<file path="src/rtl/npgl_pkg.sv">
// ----------------------------------------------------------------------------
// npgl_pkg
// Shared types and codes for the nearest-point grid lookup.
// ----------------------------------------------------------------------------
package npgl_pkg;

    localparam int unsigned COORD_W = 16;
    localparam int unsigned IDENT_W = 16;
    localparam int unsigned STRIP_IN_W = 3;
    localparam int unsigned STRIP_W = 2;
    localparam int unsigned PIXEL_W = 8;
    localparam int unsigned STATUS_W = 3;
    localparam int unsigned INDEX_W = 10;
    localparam int unsigned DIST_W = 33;

    typedef enum logic [STATUS_W-1:0] {
        ST_LOADED   = 3'd0,
        ST_REJECTED = 3'd1,
        ST_IGNORED  = 3'd2,
        ST_HIT      = 3'd3,
        ST_MISS     = 3'd4
    } status_t;

    // One accepted transaction, classified by the front end
    typedef struct packed {
        logic                     is_query;
        logic                     do_store;
        logic                     do_build;
        status_t                  status;
        logic signed [COORD_W-1:0] lat;
        logic signed [COORD_W-1:0] lon;
        logic [IDENT_W-1:0]       ident;
        logic [STRIP_W-1:0]       strip;
        logic [PIXEL_W-1:0]       pixel;
    } cmd_t;

endpackage

</file>
<file path="src/rtl/npgl_front.sv">
// ----------------------------------------------------------------------------
// npgl_front
// Accepts requests, validates loads and tracks fill count and index state.
// ----------------------------------------------------------------------------
module npgl_front #(
    parameter int unsigned MAX_ENTRIES = 1024,
    parameter int unsigned STRIP_LIMIT = 4,
    parameter int unsigned PIXEL_LIMIT = 200
) (
    input  logic                             clk,
    input  logic                             rst_n,
    input  logic                             in_valid,
    output logic                             in_stall,
    input  logic                             req_type,
    input  logic signed [npgl_pkg::COORD_W-1:0] lat_in,
    input  logic signed [npgl_pkg::COORD_W-1:0] lon_in,
    input  logic [npgl_pkg::IDENT_W-1:0]    ident_in,
    input  logic [npgl_pkg::STRIP_IN_W-1:0] strip_in,
    input  logic [npgl_pkg::PIXEL_W-1:0]    pixel_in,
    input  logic                             last_load,
    output logic                             cmd_valid,
    input  logic                             cmd_stall,
    output npgl_pkg::cmd_t                   cmd
);
    import npgl_pkg::*;

    localparam int unsigned CNT_W = $clog2(MAX_ENTRIES + 1);

    logic [CNT_W-1:0] count_reg;
    logic             built_reg;
    logic             full_reg;
    cmd_t             cmd_reg;
    logic             accept;
    logic             bad;
    logic             store;

    assign in_stall  = full_reg;
    assign cmd_valid = full_reg;
    assign cmd       = cmd_reg;
    assign accept    = in_valid && !full_reg;

    assign bad = ({5'd0, strip_in} >= 8'(STRIP_LIMIT)) ||
                 ({1'b0, pixel_in} >= 9'(PIXEL_LIMIT)) ||
                 (count_reg >= CNT_W'(MAX_ENTRIES));
    assign store = !req_type && !built_reg && !bad;

    always_ff @(posedge clk or negedge rst_n)
    begin
        if (!rst_n)
        begin
            count_reg <= '0;
            built_reg <= 1'b0;
            full_reg  <= 1'b0;
        end
        else
        begin
            if (full_reg && !cmd_stall)
            begin
                full_reg <= 1'b0;
            end
            if (accept)
            begin
                full_reg <= 1'b1;
                if (store)
                begin
                    count_reg <= count_reg + 1'b1;
                end
                if (!req_type && !built_reg && last_load)
                begin
                    built_reg <= 1'b1;
                end
            end
        end
    end

    always_ff @(posedge clk)
    begin
        if (accept)
        begin
            cmd_reg.is_query <= req_type;
            cmd_reg.do_store <= store;
            cmd_reg.do_build <= !req_type && !built_reg && last_load;
            if (req_type)
            begin
                cmd_reg.status <= built_reg ? ST_HIT : ST_MISS;
            end
            else if (built_reg)
            begin
                cmd_reg.status <= ST_IGNORED;
            end
            else
            begin
                cmd_reg.status <= bad ? ST_REJECTED : ST_LOADED;
            end
            cmd_reg.lat   <= lat_in;
            cmd_reg.lon   <= lon_in;
            cmd_reg.ident <= ident_in;
            cmd_reg.strip <= strip_in[STRIP_W-1:0];
            cmd_reg.pixel <= pixel_in;
        end
    end
endmodule

</file>
<file path="config.mk">
export PLATFORM = sky130hd
export DESIGN_NAME = npgl_front
export DESIGN_NICKNAME = d
export VERILOG_FILES = /design/src/rtl/npgl_pkg.sv /design/src/rtl/npgl_front.sv
export SDC_FILE = /design/constraint.sdc
export NUM_CORES = 1
export LEC_CHECK = 0
export BUFFER_PORTS_ARGS = -buffer_cell sky130_fd_sc_hd__buf_4
export CORE_MARGIN = 1.5
export CORE_UTILIZATION = 41
export CTS_CLUSTER_DIAMETER = 80
export DETAILED_ROUTE_END_ITERATION = 8
export MAX_ROUTING_LAYER = met4
export PLACE_DENSITY = 0.73
export SYNTH_ARGS = -nofsm -noshare
export SYNTH_HDL_FRONTEND = slang
export SYNTH_SLANG_ARGS = --single-unit
</file>
<file path="constraint.sdc">
create_clock -name clk -period 6.9 [get_ports clk]
set_clock_uncertainty 0.05 [all_clocks]
set_input_delay 1.38 -clock clk [delete_from_list [all_inputs] [get_ports clk]]
set_output_delay 1.38 -clock clk [all_outputs]
set_load 0.05 [all_outputs]
</file>
## Word level (Yosys, flattened, before mapping)

Cells that the tools add are included.

| word-level totals | value |
|---|---|
| output and inout bits | 66 |
| flip-flop bits (word level) | 77 |

| operators by class | value |
|---|---|
| add/subtract/negate cells | 1 |
| muxes and demuxes | 6 |
| $lt $le $gt $ge | 3 |
| reduce and logical (&&, ||, !) cells | 15 |

Operators by type and width:

| cell | number |
|---|---|
| 11-bit by 1-bit adder with 11-bit output, second input constant | 1 |
| 11-bit >= comparator, second input constant | 1 |
| 8-bit >= comparator, second input constant | 1 |
| 3-bit 2-to-1 mux | 2 |
| 1-bit logical AND | 5 |
| 1-bit zero test | 5 |
| 2-bit AND reduction | 2 |
| 3-bit >= comparator, second input constant | 1 |
| 1-bit 2-to-1 mux | 3 |
| 1-bit logical OR | 2 |
| 2-bit 2-to-1 mux | 1 |
| 2-bit nonzero test | 1 |

## Depth between registers and ports, before layout

| depth | value |
|---|---|
| depth in word-level cells | 6 |
| depth in mapped cells | 5 |

## Least setup slack after synthesis

OpenSTA, ideal clock, no wires.

| timing | value |
|---|---|
| kind | input -> register |
| start point | input port in_valid |
| end point | register cmd_reg (netlist bit cmd[0]) (enable) |
| path buffers | 0 |
| stages on the path | 1 |
| path slack | 2.096 ns |
| arrival time | 4.258 ns |
| cells stage by stage | nor2b_1 |

| on the way | value |
|---|---|
| longest elaborated chain between the ends | 1 |

RTL lines:

| element | line | text |
|---|---|---|
| from (decl) | npgl_front.sv:12 | `input logic in_valid,` |
| 1-bit logical AND | npgl_front.sv:40 | `assign accept = in_valid && !full_reg;` |
| to (decl) | npgl_front.sv:32 | `cmd_t cmd_reg;` |

Every way passes these cells.
A chain may end at the register's enable or synchronous reset.

## Final worst setup path

| timing | value |
|---|---|
| start point | input port req_type |
| end point | register count_reg[1] |

| on the way | value |
|---|---|
| longest elaborated chain between the ends | 4 |

RTL lines:

| element | line | text |
|---|---|---|
| from (decl) | npgl_front.sv:14 | `input logic req_type,` |
| 1-bit zero test | npgl_front.sv:45 | `assign store = !req_type && !built_reg && !bad;` |
| 1-bit logical AND (2 in series) | npgl_front.sv:45 |  |
| 2-bit AND reduction (no line) | - |  |
| to (signal assigned) | npgl_front.sv:66 | `count_reg <= count_reg + 1'b1;` |
| to (decl) | npgl_front.sv:29 | `logic [CNT_W-1:0] count_reg;` |

Every way passes these cells.

==> summary.md <==
| Metric | Value |
|---|---|
| Outcome | finished clean |
| Netlist Area Pre-Place | about 0.0026 sq mm |
| Number of different library cells in the post-synthesis netlist | 24 |
| Number of buffers added by the clock tree synthesis step | 9 |
| Worst-margin pin slew | slightly below 700 ps |
| Synthesized netlist cell count | between 100 and 150 |
| Routed length per placed instance | 16.1 um |
| Antenna Diode Count | 0 |
| Class of the most critical setup path | input pin to flip-flop |
| Number of instances resized during post-cts repair | 0 |
| Achievable clock frequency | approximately 390 MHz |
| Max-slew violation count | 0 |
| Startpoint types | input pin |
| Dpl cells | between 300 and 400 |
| Top cell type's share of synthesized area | between 70 and 80% |
| Width of the chip | slightly above 80 um |
| Sequential-to-total area share from yosys stat | 86.3% |
| Reg-to-reg critical path startpoint | built_reg$_DFFE_PN0P_ |
| H-tree depth reported by CTS | 3 |
| WL met3 | 589 um |
| Area growth from synthesis to layout | 49.1% |
| IO Port Bufs | 130 |
| Number of hold buffers added after CTS | 0 |
| Ranking of synthesized cells by area | sky130_fd_sc_hd__edfxtp_1 74%, sky130_fd_sc_hd__dfrtp_1 12%, sky130_fd_sc_hd__xor2_1 2.0% |
| Crit path launch | req_type |
| Clock Path Buffers | 2 |
| Drt pass-1 iters | 4 |
| Antenna viol nets, final | 0 |
| Vias in the first global route | between 1k and 1.5k |
| Standard-cell row count | 28 |
| Hold WC Path Type | flip-flop to flip-flop |
| Maximum Capacitance Violations | 0 |
| Die ar. | between 0.006 and 0.007 sq mm |
| Setup repair after global routing missed its margin | no |
| Wire length on met2 | about 2800 um |
| Total of flip-flops plus latches after synthesis | 77 |
| Worst-case vdd ir drop | around 150 uV |
| Final setup viols | 0 |
| Initial core utilization | ~43% |
| Total Power | 1.14 mW |
| Flip-flop count of the largest register after layout | 64 |
| Insertion delay of the later-clocked pin in the worst-skew pair | 330 ps |
| Starting DRC count in detailed routing | 115 |
| Largest fanout on the critical path | 6 |
| Synthesized netlist net count | roughly 190 |
| Synthesized area divided by synthesized cell count | 21.2 sq um |
| M1 wire length | 2040 um |
| Antenna violations before repair | 0 |
| Post-Place Worst Slack | about 4000 ps |
| Filler cell count | ~440 |
| Core area | roughly 0.0060 sq mm |
| Startpoint of the tightest hold check path | count_reg[8]$_DFFE_PN0P_ |
| DP Wirelength | around 4100 um |
| Number of failing hold endpoints at the final stage | 0 |
| Post-route setup slack | 4340 ps |
| CTS tree | done |
| DRC violation count after routing | 0 |
| Worst EP arrival | approximately 2700 ps |
| Yosys warns | 0 |
| Top cell type by total area after synthesis | sky130_fd_sc_hd__edfxtp_1 |
| Highest signal layer in the routed design | met4 |
| Final Critical Period | approximately 2600 ps |
| Count of pins on the block boundary | approximately 130 |
| Largest net degree at the start of global routing | just under 60 |
| Non-Filler Instances | roughly 340 |
| Post-layout nets | around 330 |
| Die outline height | between 80 and 90 um |
| Final GP Congestion | about 0.76 |
| Max-slew headroom | 54.2% |
| Clk root buf | sky130_fd_sc_hd__clkbuf_8 |
| Number of buffers added for setup after CTS | 0 |
| Aggregate routed wire length | 5510 um |
| Kind of end point of the critical path | flip-flop |
| Leak | approximately 1.7 nW |
| TNS Setup | 0 ps |
| Sink count of the clock tree | 77 |
| Number of vias per cell | 4.63 |
| Ratio of cells with drive above 1 in the final layout | ~57% |
| Worst hold slack | ~430 ps |
| Final period utilization | 37.1% |
| Sum of overflow across all layers after global routing | 0 |
| Crit path required time | around 7100 ps |
| Vias after detailed routing | approximately 1.6k |
| Power Dens Cells | between 200 and 300 mW/mm^2 |
| First-pass GRT wire length | 7560 um |
| All-layer global routing usage | approximately 16% |
| Clock edge transition at the registers on the reported setup and hold paths | roughly 70 ps |
## layout by cell type, fill, tap and decap left out, types with 2 or more instances in the layout
cell type,Yosys,routed
sky130_fd_sc_hd__nand2_1,7,7
sky130_fd_sc_hd__xnor2_1,3,3
sky130_fd_sc_hd__dfrtp_1,13,13
sky130_fd_sc_hd__nor2_1,2,2
sky130_fd_sc_hd__nor3_1,2,2
sky130_fd_sc_hd__and3_1,2,2
sky130_fd_sc_hd__clkinv_4,0,2
sky130_fd_sc_hd__a21o_1,2,2
sky130_fd_sc_hd__nand3_1,3,3
sky130_fd_sc_hd__clkbuf_8,0,9
sky130_fd_sc_hd__nor3_2,4,4
sky130_fd_sc_hd__bufinv_16,0,2
sky130_fd_sc_hd__edfxtp_1,64,64
sky130_fd_sc_hd__xor2_1,6,6
sky130_fd_sc_hd__buf_4,1,131
sky130_fd_sc_hd__nand4_1,2,2
## layer usage
| metal | vias to the layer above | GRT usage (%) |
|---|---|---|
| met5 | - | - |
| met4 | 0 | 5.50 |
| met3 | 8 | 6.15 |
| met2 | 78 | 26.8 |
| met1 | 752 | 17.8 |
| li1 | 744 | - |
## synth_stat cells
cell                       count
sky130_fd_sc_hd__edfxtp_1     64
sky130_fd_sc_hd__dfrtp_1      13
sky130_fd_sc_hd__nand2_1       7
sky130_fd_sc_hd__xor2_1        6
sky130_fd_sc_hd__nor3_2        4
sky130_fd_sc_hd__nand3_1       3
sky130_fd_sc_hd__xnor2_1       3
sky130_fd_sc_hd__a21o_1        2
sky130_fd_sc_hd__and3_1        2
sky130_fd_sc_hd__nand4_1       2
sky130_fd_sc_hd__nor2_1        2
sky130_fd_sc_hd__nor2b_1       2
sky130_fd_sc_hd__nor3_1        2
sky130_fd_sc_hd__a31o_1        1
sky130_fd_sc_hd__and2_1        1
sky130_fd_sc_hd__buf_4         1
sky130_fd_sc_hd__buf_6         1
sky130_fd_sc_hd__ha_1          1
sky130_fd_sc_hd__inv_1         1
sky130_fd_sc_hd__mux2_1        1
sky130_fd_sc_hd__nor4b_2       1
sky130_fd_sc_hd__nor4b_4       1
sky130_fd_sc_hd__o311a_4       1
sky130_fd_sc_hd__or3_1         1
## path summary, 6_finish.rpt
path                                              to  slack (ps)  depth (start not counted)
setup / recovery            count_reg[1]$_DFFE_PN0P_        4340                          4
hold / removal              count_reg[8]$_DFFE_PN0P_         430                          1
setup reg to reg            count_reg[1]$_DFFE_PN0P_        5020                          3
hold reg to reg             count_reg[8]$_DFFE_PN0P_         430                          1
max in group asynchronous      cmd_valid$_DFFE_PN0P_        5820                          1
min in group asynchronous  count_reg[10]$_DFFE_PN0P_         820                          1
## per-stage QoR
stage | area (sq um) | util [%]
6_report | 3880 | 64.5
5_1_grt | 3880 | 64.5
4_1_cts | 3880 | 64.5
3_5_place_dp | 3670 | 60.9
3_3_place_gp | 3670 | 60.9
2_1_floorplan | 2610 | -
## critical path: stages
cell                      delay [ps]
sky130_fd_sc_hd__buf_4           130
sky130_fd_sc_hd__nor4b_2         440
sky130_fd_sc_hd__nor4b_4         420
sky130_fd_sc_hd__mux2_1          350
## layout make-up
type | count | area (sq um) | area share [%]
flip-flops and latches | 77 | 2250 | 57.9
clock buffers | 9 | 124 | 3.19
well taps | 75 | 93.8 | 2.42
inverters | 1 | 3.75 | 0.0966
repair buffers | 131 | 983 | 25.3
multi-input cells | 43 | 343 | 8.83
clock inverters | 6 | 88.8 | 2.29
## logic make-up after synthesis
family / Yosys count / synth area share [%]
flops: 77 / 86.3
simple gates: 28 / 7.20
xor+xnor: 9 / 3.03
compound gates: 4 / 1.73
buf+inv: 3 / 0.864
mux: 1 / 0.432
fa+ha+maj: 1 / 0.480
## power by group
part           switching (mW)  internal [mW]  total (mW)
registers              0.0187          0.551       0.570
logic                   0.142         0.0694       0.211
clock network           0.157          0.202       0.359
total                   0.317          0.822        1.14
(Power assumes the default switching activity.)
